[config.mk]
export PLATFORM = sky130hd
export DESIGN_NAME = pee_front
export DESIGN_NICKNAME = d
export VERILOG_FILES = /design/src/rtl/pee_pkg.sv /design/src/rtl/pee_front.sv
export SDC_FILE = /design/constraint.sdc
export NUM_CORES = 1
export LEC_CHECK = 0
export ABC_AREA = 0
export BUFFER_PORTS_ARGS = -buffer_cell sky130_fd_sc_hd__buf_2
export CORE_MARGIN = 3
export CORE_UTILIZATION = 50
export CTS_CLUSTER_SIZE = 20
export DETAILED_ROUTE_END_ITERATION = 12
export PLACE_DENSITY = 0.76
export SYNTH_ARGS = -nofsm -noshare
export SYNTH_HDL_FRONTEND = slang
export SYNTH_SLANG_ARGS = --single-unit
[constraint.sdc]
create_clock -name clk -period 1.9 [get_ports clk]
set_input_delay 0.38 -clock clk [delete_from_list [all_inputs] [get_ports clk]]
set_output_delay 0.38 -clock clk [all_outputs]
set_load 0.05 [all_outputs]
[src/rtl/pee_pkg.sv]
// Package with shared types, constants and codes of the postfix evaluator.
`default_nettype none
package pee_pkg;

  localparam int unsigned STACK_DEPTH = 128;
  localparam int unsigned SP_W = $clog2(STACK_DEPTH + 1);
  localparam int unsigned ADDR_W = (STACK_DEPTH > 1) ? $clog2(STACK_DEPTH) : 1;
  localparam int unsigned QUEUE_DEPTH = 2;

  localparam logic [7:0] CHAR_ZERO = 8'h30;
  localparam logic [7:0] CHAR_NINE = 8'h39;
  localparam logic [7:0] CHAR_PLUS = 8'h2b;
  localparam logic [7:0] CHAR_MINUS = 8'h2d;
  localparam logic [7:0] CHAR_TIMES = 8'h2a;
  localparam logic [7:0] CHAR_DIVIDE = 8'h2f;

  typedef enum logic [1:0] {
    ST_OK    = 2'd0,
    ST_UNDER = 2'd1,
    ST_OVER  = 2'd2,
    ST_DIVZ  = 2'd3
  } status_t;

  typedef enum logic [2:0] {
    OP_DIGIT,
    OP_ADD,
    OP_SUB,
    OP_MUL,
    OP_DIV,
    OP_DROP
  } op_t;

  typedef struct packed {
    logic [7:0] symbol;
    logic       last;
  } in_word_t;

  typedef struct packed {
    logic signed [31:0] value;
    logic [1:0]         status;
  } out_word_t;

  // Classified word passed from the front to the back.
  typedef struct packed {
    op_t        op;
    logic [3:0] digit;
    logic       last;
  } cmd_t;

  typedef enum logic [3:0] {
    S_IDLE,
    S_POP1_RD,
    S_POP1_WT,
    S_POP2_RD,
    S_POP2_WT,
    S_EXEC,
    S_DIV,
    S_MUL,
    S_PUSH,
    S_FIN_RD,
    S_FIN_WT,
    S_OUT
  } state_t;

endpackage
`default_nettype wire

[src/rtl/pee_front.sv]
// Front part: accepts characters, classifies them and queues the commands.
`default_nettype none
module pee_front (
  input  wire logic             clk,
  input  wire logic             rst,
  input  wire pee_pkg::in_word_t in_word,
  input  wire logic             push,
  output logic                  full,
  output pee_pkg::cmd_t         cmd,
  output logic                  cmd_valid,
  input  wire logic             cmd_take
);
  localparam int unsigned QA = $clog2(pee_pkg::QUEUE_DEPTH);
  pee_pkg::cmd_t   q [pee_pkg::QUEUE_DEPTH];
  logic [QA-1:0]   wr_ptr;
  logic [QA-1:0]   rd_ptr;
  logic [QA:0]     count;
  pee_pkg::cmd_t   cls;
  logic            do_wr;
  logic            do_rd;

  // Decode the character into an operation.
  always_comb begin
    cls.last = in_word.last;
    cls.digit = in_word.symbol[3:0] - pee_pkg::CHAR_ZERO[3:0];
    if (in_word.symbol >= pee_pkg::CHAR_ZERO && in_word.symbol <= pee_pkg::CHAR_NINE) begin
      cls.op = pee_pkg::OP_DIGIT;
    end else begin
      unique case (in_word.symbol)
        pee_pkg::CHAR_PLUS:   cls.op = pee_pkg::OP_ADD;
        pee_pkg::CHAR_MINUS:  cls.op = pee_pkg::OP_SUB;
        pee_pkg::CHAR_TIMES:  cls.op = pee_pkg::OP_MUL;
        pee_pkg::CHAR_DIVIDE: cls.op = pee_pkg::OP_DIV;
        default:              cls.op = pee_pkg::OP_DROP;
      endcase
    end
  end

  assign full = (count == (QA+1)'(pee_pkg::QUEUE_DEPTH));
  assign cmd_valid = (count != '0);
  assign cmd = q[rd_ptr];
  assign do_wr = push && !full;
  assign do_rd = cmd_take && cmd_valid;

  // Command queue storage.
  always_ff @(posedge clk) begin
    if (do_wr) begin
      q[wr_ptr] <= cls;
    end
  end

  // Queue pointers and fill count.
  always_ff @(posedge clk) begin
    if (rst) begin
      wr_ptr <= '0;
      rd_ptr <= '0;
      count <= '0;
    end else begin
      if (do_wr) wr_ptr <= wr_ptr + 1'b1;
      if (do_rd) rd_ptr <= rd_ptr + 1'b1;
      if (do_wr && !do_rd) count <= count + 1'b1;
      else if (!do_wr && do_rd) count <= count - 1'b1;
    end
  end
endmodule
`default_nettype wire

==> flow_metrics.py, run 1 <==
metrics = {
    "worst_hold_path": {
        "hp-class": "primary input to flop",
        "whs_endpoint": "q[0][0]",
        "worstHoldPathCells": 1,
        "hold_path_startpoint": "in_word[0]",
    },
    "synthesis": {
        "yosys_warnings": 0,
        "synth_common_cells": "edfxtp_1 (16), mux2_2 (8), o21ai_0 (6)",
        "ys_async_sr_fraction": 0,
        "syn_nets": 79,
        "postSynthCellCount": 65,
        "synth_edf_count": 16,
        "synth.most_common_cell": "edfxtp_1",
        "yosys-top-cells-area": "edfxtp_1 (54%), dfxtp_1 (11%), mux2_2 (10%)",
        "synthDominantCellAreaShare": 0.540,
        "ys_seq_area_frac": 0.653,
        "synth.avg_cell_area_um2": 13.7,
        "synthFlopType": "edfxtp_1",
        "yosysUniqueCellTypes": 22,
        "synth_area_leader_cell": "edfxtp_1",
        "syn_area_um2": 890,
        "synth-seq-cells": 21,
    },
    "sta": {
        "max_slew_margin": 0.752,
        "rsz0062_at_grt": "false",
        "min_period_over_period": 0.902,
        "post-route-min-period_ns": 1.71,
        "finalHoldViolCount": 0,
        "setup_viol": 0,
        "worst_hold_slack_ns": 0.274,
        "slew_violations": 0,
        "tightest_slew_ns": 0.372,
        "fmax_mhz": 584,
        "skew_ns": 0.000800,
        "fin_setup_tns_ns": 0,
    },
    "placement": {
        "port_buffers": 22,
        "gp_congestion": 0.709,
        "dp_hpwl_mm": 1.08,
        "place_area_um2": 1020,
    },
    "setup_path": {
        "worstSetupPathType": "flop to output pin",
        "worstRegToRegCells": 5,
        "r2r_slack_ns": 0.32,
        "worstReg2RegEnd": "count[1]",
        "crit_arrival_ns": 1.33,
        "critPathMaxFanout": 8,
        "cp.required_ns": 1.52,
        "regToRegStartpoint": "count[1]",
        "worst_setup_path_end_kind": "output pin",
        "worst_setup_path_start_kind": "flop",
    },
    "floorplanning": {
        "die_x_um": 48.2,
        "initial_core_util": 0.558,
        "io_pins": 23,
        "core_um2": 1590,
        "fp-row-count": 14,
        "die-area_um2": 2320,
        "die_y_um": 48.2,
    },
    "clocking": {
        "cts_num_sinks": 21,
        "cts_buffer_depth": 2,
        "cts.clk_slew.worst_paths_ns": 0.10,
        "cts_inserted_buffers": 3,
        "clk_latency_ns": 0.29,
        "tritoncts": "done",
        "htree_levels": 1,
        "cts_resized": 0,
        "cts_hold_buffers": 0,
        "clockRootBuffer": "clkbuf_4",
        "post_cts_buffers": 0,
    },
    "global_routing": {
        "grtUsageTotal": 0.146,
        "grt_max_degree": 12,
        "grt_pass1_vias": 528,
        "antenna_found_initial": 0,
        "gr-total-overflow": 0,
        "grt_pass1_wl_mm": 2.19,
    },
    "final_layout": {
        "fin_nets": 105,
        "drive_gt1_frac": 0.400,
        "diodes": 0,
        "nFillCells": 130,
        "fin_area_um2": 1050,
        "areaGrowthSynthToFinish_pct": 18.3,
    },
    "route": {
        "routedWlPerCell_um": 12.5,
        "postRouteAntennaNets": 0,
        "vias": 578,
        "dr.pass1.iters": 4,
        "wirelength_mm": 1.43,
        "drc": 0,
        "drt_iter0_markers": 13,
        "routed_via_density": 5.07,
    },
    "pwr": {
        "leakagePower_nw": 0.403,
        "pwr_density_cell_nw_per_um2": 1360,
        "ir_drop_uv": 974,
    },
    "run_status": {
        "status": "completed",
    },
    "flow_run": {
        "maxCapViolCount": 0,
    },
}
worst max-delay path by stage:
| stage | start | to | slack [ns] | cells past startpoint |
|---|---|---|---|---|
| 2_1_floorplan | count[1] | count[1] | 0.05 | 5 |
| 3_3_place_gp | count[0] | count[1] | 0.36 | 4 |
| 3_5_place_dp | count[1] | count[1] | 0.34 | 5 |
| 4_1_cts | flop | cmd[4] | 0.04 | 2 |
| 5_1_grt | flop | cmd[4] | 0.13 | 2 |
| 6_report | flop | cmd[4] | 0.19 | 2 |
per-stage QoR:
| stage | setup slack (ns) | total power [mW] | utilization | std cells |
|---|---|---|---|---|
| 2_1_floorplan | 0.0473 | 1.11 | - | 65 |
| 4_1_cts | 0.0369 | 1.44 | 0.659 | 114 |
| 3_5_place_dp | 0.344 | 1.24 | 0.643 | 110 |
| 3_3_place_gp | 0.357 | 1.22 | 0.643 | 110 |
| 6_report | 0.187 | 1.43 | 0.660 | 114 |
| 5_1_grt | 0.131 | 1.49 | 0.660 | 114 |
flip-flops by register name (all words and copies together), names as in the netlist, named ones only:
name	count
count	2
q	16
rd_ptr	1
wr_ptr	1
cells by family (layout without fill, tap and decap cells):
group           count (synthesis)  in the layout  synth area share
fa+ha+maj                       1              1            0.0141
buf+inv                         4             29            0.0183
mux                             8              8             0.101
flops                          21             21             0.653
compound gates                 11             11            0.0661
simple gates                   17             17             0.118
xor+xnor                        3              3            0.0295
routing by layer:
metal | track usage | routed length [um] | up-vias | share of wire
met5 | 0 | 0 | - | 0
met4 | 0.0968 | 46 | 0 | 0.032
met3 | 0.0332 | 74 | 5 | 0.052
met2 | 0.229 | 665 | 18 | 0.47
met1 | 0.179 | 643 | 265 | 0.45
li1 | - | - | 290 | -
critical path: stages, from the launching register on:
cell and delay (ns):
dfxtp_2 0.45, mux2_2 0.37, buf_2 0.22
placed cells by master (no fill, tap or decap):
| cell type | Yosys | routed |
|---|---|---|
| a21oi_1 | 3 | 3 |
| edfxtp_1 | 16 | 16 |
| mux2_2 | 8 | 8 |
| nor2_1 | 4 | 4 |
| dfxtp_2 | 0 | 1 |
| xor2_1 | 3 | 3 |
| o22ai_1 | 1 | 1 |
| and4_1 | 1 | 1 |
| o21a_1 | 1 | 1 |
| ha_1 | 1 | 1 |
| inv_1 | 3 | 3 |
| dfxtp_1 | 5 | 4 |
| and2_1 | 1 | 1 |
| nand2b_1 | 2 | 2 |
| clkbuf_1 | 0 | 1 |
| clkbuf_4 | 0 | 3 |
| buf_2 | 1 | 22 |
| nand4bb_1 | 1 | 1 |
| or3_1 | 2 | 2 |
| nand4b_1 | 1 | 1 |
| nor3b_1 | 1 | 1 |
| nand2_1 | 2 | 2 |
| or2_2 | 1 | 1 |
| nor2b_2 | 1 | 1 |
| o21ai_0 | 6 | 6 |
layout make-up:
cell class                      count  area [um^2]  area share
Sequential cell                    21          582       0.553
Timing Repair Buffer               22          110       0.105
Clock buffer                        4         26.3      0.0250
Inverter                            3         11.3      0.0107
Multi-Input combinational cell     40          293       0.278
Tap cell                           24         30.0      0.0285
where the power goes:
part	total [mW]	switching, mW	leakage (nW)	internal, mW
Clock	0.204	0.122	0.0150	0.0818
Sequential	0.640	0.0590	0.184	0.581
Combinational	0.584	0.400	0.205	0.184
Total	1.43	0.581	0.403	0.847
(Power assumes the default switching activity.)
==> inputs of run 2 (changes only) <==
--- a/config.mk
+++ b/config.mk
@@ -8,10 +8,11 @@
 export ABC_AREA = 0
 export BUFFER_PORTS_ARGS = -buffer_cell sky130_fd_sc_hd__buf_2
 export CORE_MARGIN = 3
-export CORE_UTILIZATION = 50
+export CORE_UTILIZATION = 54
 export CTS_CLUSTER_SIZE = 20
 export DETAILED_ROUTE_END_ITERATION = 12
-export PLACE_DENSITY = 0.76
+export GPL_ROUTABILITY_DRIVEN = 0
+export PLACE_DENSITY = 0.81
 export SYNTH_ARGS = -nofsm -noshare
 export SYNTH_HDL_FRONTEND = slang
 export SYNTH_SLANG_ARGS = --single-unit
==> constraint.sdc (replaced) <==
create_clock -name clk -period 2.18 [get_ports clk]
set_input_delay 0.436 -clock clk [delete_from_list [all_inputs] [get_ports clk]]
set_output_delay 0.436 -clock clk [all_outputs]
set_load 0.02 [all_outputs]
==> run 2 against run 1 <==
Routed wire length is 9.4% higher; critical path depth is the same; final area fell by 1.1%; total power is 23% lower; highest routed layer unchanged; sequential cell count unchanged; critical endpoint is now cmd[7].
==> flow_metrics.py, run 2 (synthesis results as in run 1) <==
metrics = {
    "final_layout": {
        "reg.largest.list": "q: 16 flops, count: 2 flops",
        "final_cell_mix": "buf_2 (22), edfxtp_1 (16), mux2_2 (8), o21ai_0 (6), dfxtp_1 (5)",
        "final_common_cell": "buf_2",
        "largest_reg_flops": 16,
        "regMostFlops": "q",
        "drive_gt1_frac": 0.389,
        "fin_area_um2": 1040,
        "fin_nets": 105,
        "areaGrowthSynthToFinish_pct": 17.0,
        "diodes": 0,
    },
    "sta": {
        "fmax_mhz": 545,
        "min_period_over_period": 0.842,
        "post-route-min-period_ns": 1.84,
        "setup_viol": 0,
        "finalHoldViolCount": 0,
        "fin_setup_tns_ns": 0,
        "rsz0062_at_grt": "false",
        "max_slew_margin": 0.738,
        "tightest_slew_ns": 0.394,
        "slew_violations": 0,
        "skew_ns": 0.00445,
    },
    "global_routing": {
        "grt_max_degree": 12,
        "grt_pass1_vias": 597,
        "grt_pass1_wl_mm": 2.36,
        "antenna_found_initial": 0,
        "gr-total-overflow": 0,
        "grtUsageTotal": 0.161,
    },
    "pwr": {
        "p_total_mw": 1.10,
        "pwr_density_cell_nw_per_um2": 1060,
        "ir_drop_uv": 774,
        "leakagePower_nw": 0.403,
    },
    "clocking": {
        "htree_levels": 1,
        "cts_hold_buffers": 0,
        "cts_num_sinks": 21,
        "cts_buffer_depth": 2,
        "clk_latency_ns": 0.29,
        "post_cts_buffers": 0,
        "cts_inserted_buffers": 3,
        "clockRootBuffer": "clkbuf_4",
        "tritoncts": "done",
        "cts.clk_slew.worst_paths_ns": 0.10,
        "cts_resized": 0,
    },
    "setup_path": {
        "cp_slowest_cell": "dfxtp_1",
        "cp.required_ns": 1.74,
        "path_cells": "mux2_2, buf_2",
        "path_delay_family": "flip-flops",
        "critPathMaxFanout": 8,
        "crit_buf_inv": 1,
        "worstReg2RegEnd": "count[1]",
        "regToRegStartpoint": "count[1]",
        "worst_setup_path_start_kind": "flop",
        "critical_path_depth": 2,
        "worst_setup_path_end_kind": "output pin",
        "crit_arrival_ns": 1.40,
        "worstSetupPathType": "flop to output pin",
        "slowest_delay_ns": 0.57,
        "r2r_slack_ns": 0.60,
        "worstRegToRegCells": 5,
    },
    "route": {
        "postRouteAntennaNets": 0,
        "vias": 595,
        "wirelength_mm": 1.56,
        "routedWlPerCell_um": 14.7,
        "drt_iter0_markers": 12,
        "drc": 0,
        "dr.pass1.iters": 4,
        "routed_via_density": 5.61,
    },
    "flow_run": {
        "maxCapViolCount": 0,
    },
    "worst_hold_path": {
        "whs_endpoint": "q[0][0]",
        "hold_path_startpoint": "in_word[0]",
        "hp-class": "primary input to flop",
        "worstHoldPathCells": 1,
    },
    "floorplanning": {
        "die-area_um2": 2170,
        "die_x_um": 46.6,
        "initial_core_util": 0.584,
        "io_pins": 23,
        "die_y_um": 46.6,
        "fp-row-count": 14,
        "core_um2": 1520,
    },
    "placement": {
        "place_area_um2": 1010,
        "port_buffers": 22,
    },
    "run_status": {
        "status": "completed",
    },
}
-- run 2: cell counts in the layout (fill, tap and decap cells not counted) --
Identical to the previous run, type by type.
-- run 2: power breakdown --
group,internal [mW],switching [mW],leakage [nW]
combinational,0.161,0.206,0.205
clock,0.0712,0.109,0.0150
sequential,0.505,0.0535,0.183
-- run 2: metal layers --
layer	share of wire	routed length (um)	track usage
met4	0.013	21	0.0966
met1	0.37	573	0.150
met2	0.56	871	0.305
met3	0.062	97	0.0391
met5	0	0	0
-- run 2: layout make-up --
cell class | instances | area [um^2]
sequential | 21 | 581
fill | 115 | 483
multi-input combinational | 40 | 293
timing repair buffer | 22 | 110
clock buffer | 4 | 26.3
tap | 16 | 20.0
inverter | 3 | 11.3
-- run 2: how the worst max path moves through the flow --
stage	from	to	slack [ns]
after floorplan	count[1]	count[1]	0.58
after global placement	push	count[1]	0.64
after detailed placement	push	count[1]	0.57
after CTS	flop	cmd[5]	0.32
after global routing	flop	cmd[7]	0.27
final	flop	cmd[7]	0.34
-- run 2: through the flow --
stage,hold WS (ns),cells,setup slack [ns],utilization
2_1_floorplan,0.452,65,0.583,-
3_3_place_gp,0.467,102,0.641,0.666
3_5_place_dp,0.501,102,0.571,0.666
4_1_cts,0.317,106,0.320,0.683
5_1_grt,0.310,106,0.274,0.683
6_report,0.325,106,0.344,0.683
-- run 2: worst register-to-register path, delay by kind of cell, from the launching register on --
| kind | cells | cell delay (ns) |
|---|---|---|
| AND/OR/NAND/NOR | 3 | 0.66 |
| flip-flops | 1 | 0.39 |
| adder cells (fa/ha/maj) | 1 | 0.33 |
| AO/OA/AOI/OAI | 1 | 0.14 |
==> inputs of run 3 (changes only) <==
--- a/config.mk
+++ b/config.mk
@@ -8,11 +8,11 @@
 export ABC_AREA = 0
 export BUFFER_PORTS_ARGS = -buffer_cell sky130_fd_sc_hd__buf_2
 export CORE_MARGIN = 3
-export CORE_UTILIZATION = 54
+export CORE_UTILIZATION = 50
 export CTS_CLUSTER_SIZE = 20
 export DETAILED_ROUTE_END_ITERATION = 12
 export GPL_ROUTABILITY_DRIVEN = 0
-export PLACE_DENSITY = 0.81
+export PLACE_DENSITY = 0.76
 export SYNTH_ARGS = -nofsm -noshare
 export SYNTH_HDL_FRONTEND = slang
 export SYNTH_SLANG_ARGS = --single-unit
==> constraint.sdc (replaced) <==
create_clock -name clk -period 1.8 [get_ports clk]
set_input_delay 0.36 -clock clk [delete_from_list [all_inputs] [get_ports clk]]
set_output_delay 0.36 -clock clk [all_outputs]
set_load 0.02 [all_outputs]
==> run 3 against run 2 <==
Clock power up 18%; die area up 6.9%; count of clock-buffer cells in the layout unchanged; global-route usage down 2.8 points; first-iteration DRC count down 8.3%; critical path type unchanged; total power up 21%; core utilization down 2.3 points; routed wire length down 12%; sequential share of layout area down 0.48 points.
==> flow_metrics.py, run 3 (synthesis results as in run 1) <==
metrics = {
    "run_status": {
        "status": "completed",
    },
    "floorplanning": {
        "fp-row-count": 14,
        "die-area_um2": 2320,
        "die_y_um": 48.2,
        "die_x_um": 48.2,
        "initial_core_util": 0.558,
        "core_um2": 1590,
        "io_pins": 23,
    },
    "route": {
        "postRouteAntennaNets": 0,
        "drc": 0,
        "vias": 573,
        "dr.pass1.iters": 3,
        "drt_iter0_markers": 11,
        "routedWlPerCell_um": 12.1,
        "wirelength_mm": 1.38,
        "routed_via_density": 5.03,
    },
    "sta": {
        "rsz0062_at_grt": "false",
        "fmax_mhz": 625,
        "finalHoldViolCount": 0,
        "max_slew_margin": 0.745,
        "slew_violations": 0,
        "tightest_slew_ns": 0.383,
        "fin_setup_tns_ns": 0,
        "skew_ns": 0.00195,
        "min_period_over_period": 0.889,
        "worst_hold_slack_ns": 0.262,
        "post-route-min-period_ns": 1.60,
        "setup_viol": 0,
    },
    "global_routing": {
        "antenna_found_initial": 0,
        "gr-total-overflow": 0,
        "grt_pass1_wl_mm": 2.10,
        "grtUsageTotal": 0.133,
        "grt_pass1_vias": 530,
        "grt_max_degree": 12,
    },
    "clocking": {
        "tritoncts": "done",
        "clockRootBuffer": "clkbuf_4",
        "cts.clk_slew.worst_paths_ns": 0.11,
        "cts_num_sinks": 21,
        "cts_inserted_buffers": 3,
        "post_cts_buffers": 0,
        "htree_levels": 1,
        "cts_buffer_depth": 2,
        "clk_latency_ns": 0.28,
    },
    "worst_hold_path": {
        "hp-class": "primary input to flop",
        "whs_endpoint": "q[0][0]",
        "worstHoldPathCells": 1,
        "hold_path_startpoint": "in_word[0]",
    },
    "setup_path": {
        "regToRegStartpoint": "count[1]",
        "crit_buf_inv": 1,
        "cp_slowest_cell": "dfxtp_2",
        "path_cells": "mux2_2, buf_2",
        "crit_arrival_ns": 1.24,
        "worstReg2RegEnd": "count[1]",
        "worst_setup_path_end_kind": "output pin",
        "cp.required_ns": 1.44,
        "worstRegToRegCells": 5,
        "r2r_slack_ns": 0.23,
        "worst_setup_path_start_kind": "flop",
        "slowest_delay_ns": 0.45,
        "path_delay_family": "flip-flops",
        "worstSetupPathType": "flop to output pin",
        "critPathMaxFanout": 8,
    },
    "final_layout": {
        "fin_nets": 105,
        "diodes": 0,
        "drive_gt1_frac": 0.400,
        "areaGrowthSynthToFinish_pct": 18.3,
        "reg.largest.list": "q: 16 flops, count: 2 flops",
        "fin_area_um2": 1050,
        "regMostFlops": "q",
        "final_common_cell": "buf_2",
        "final_cell_mix": "buf_2 (22), edfxtp_1 (16), mux2_2 (8), o21ai_0 (6)",
        "largest_reg_flops": 16,
    },
    "pwr": {
        "leakagePower_nw": 0.403,
        "pwr_density_cell_nw_per_um2": 1270,
        "ir_drop_uv": 789,
    },
    "placement": {
        "port_buffers": 22,
        "dp_hpwl_mm": 1.08,
        "place_area_um2": 1020,
    },
    "flow_run": {
        "maxCapViolCount": 0,
    },
}
-- run 3: worst max-delay path by stage --
stage | startpoint | cells after the start | end | slack, ns
floorplan | count[1] | 5 | count[1] | 0.20
global placement | count[1] | 5 | count[1] | 0.30
detailed placement | count[1] | 5 | count[1] | 0.25
CTS | flop | 2 | cmd[6] | 0.06
global route | flop | 2 | cmd[6] | 0.13
finish | flop | 2 | cmd[6] | 0.20
-- run 3: worst register-to-register path, stage by stage, from the launching register on --
cell and delay [ns]:
dfxtp_1 0.39, nor2b_2 0.20, nor2_1 0.08, ha_1 0.33
or3_1 0.38, a21oi_1 0.14
-- run 3: per-layer routing --
layer	vias up	global-route usage	routed length (um)
met5	-	0	0
met4	0	0.0430	15
met3	2	0.0332	62
met2	15	0.240	678
met1	268	0.153	621
li1	288	-	-
-- run 3: area by class of cell --
| type | instances | area [um^2] |
|---|---|---|
| Fill cell | 142 | 542 |
| Multi-Input combinational cell | 40 | 293 |
| Sequential cell | 21 | 582 |
| Inverter | 3 | 11.3 |
| Tap cell | 24 | 30.0 |
| Clock buffer | 4 | 26.3 |
| Timing Repair Buffer | 22 | 110 |
-- run 3: through the flow --
step                power [mW]  setup slack, ns  cells  utilization
finish                    1.33            0.199    114        0.660
global route              1.41            0.126    114        0.660
CTS                       1.35           0.0555    114        0.659
detailed placement        1.14            0.253    110        0.643
global placement          1.12            0.304    110        0.643
floorplan                 1.00            0.203     65            -
-- run 3: repair_timing --
item	CTS	global route
setup endpoints to repair	0	4
gates resized for setup	0	1
hold buffers	0	0
hold endpoints to repair	0	0
-- run 3: report_power, final --
group	switching, mW	internal [mW]
logic	0.252	0.195
clock network	0.126	0.0859
registers	0.0605	0.613
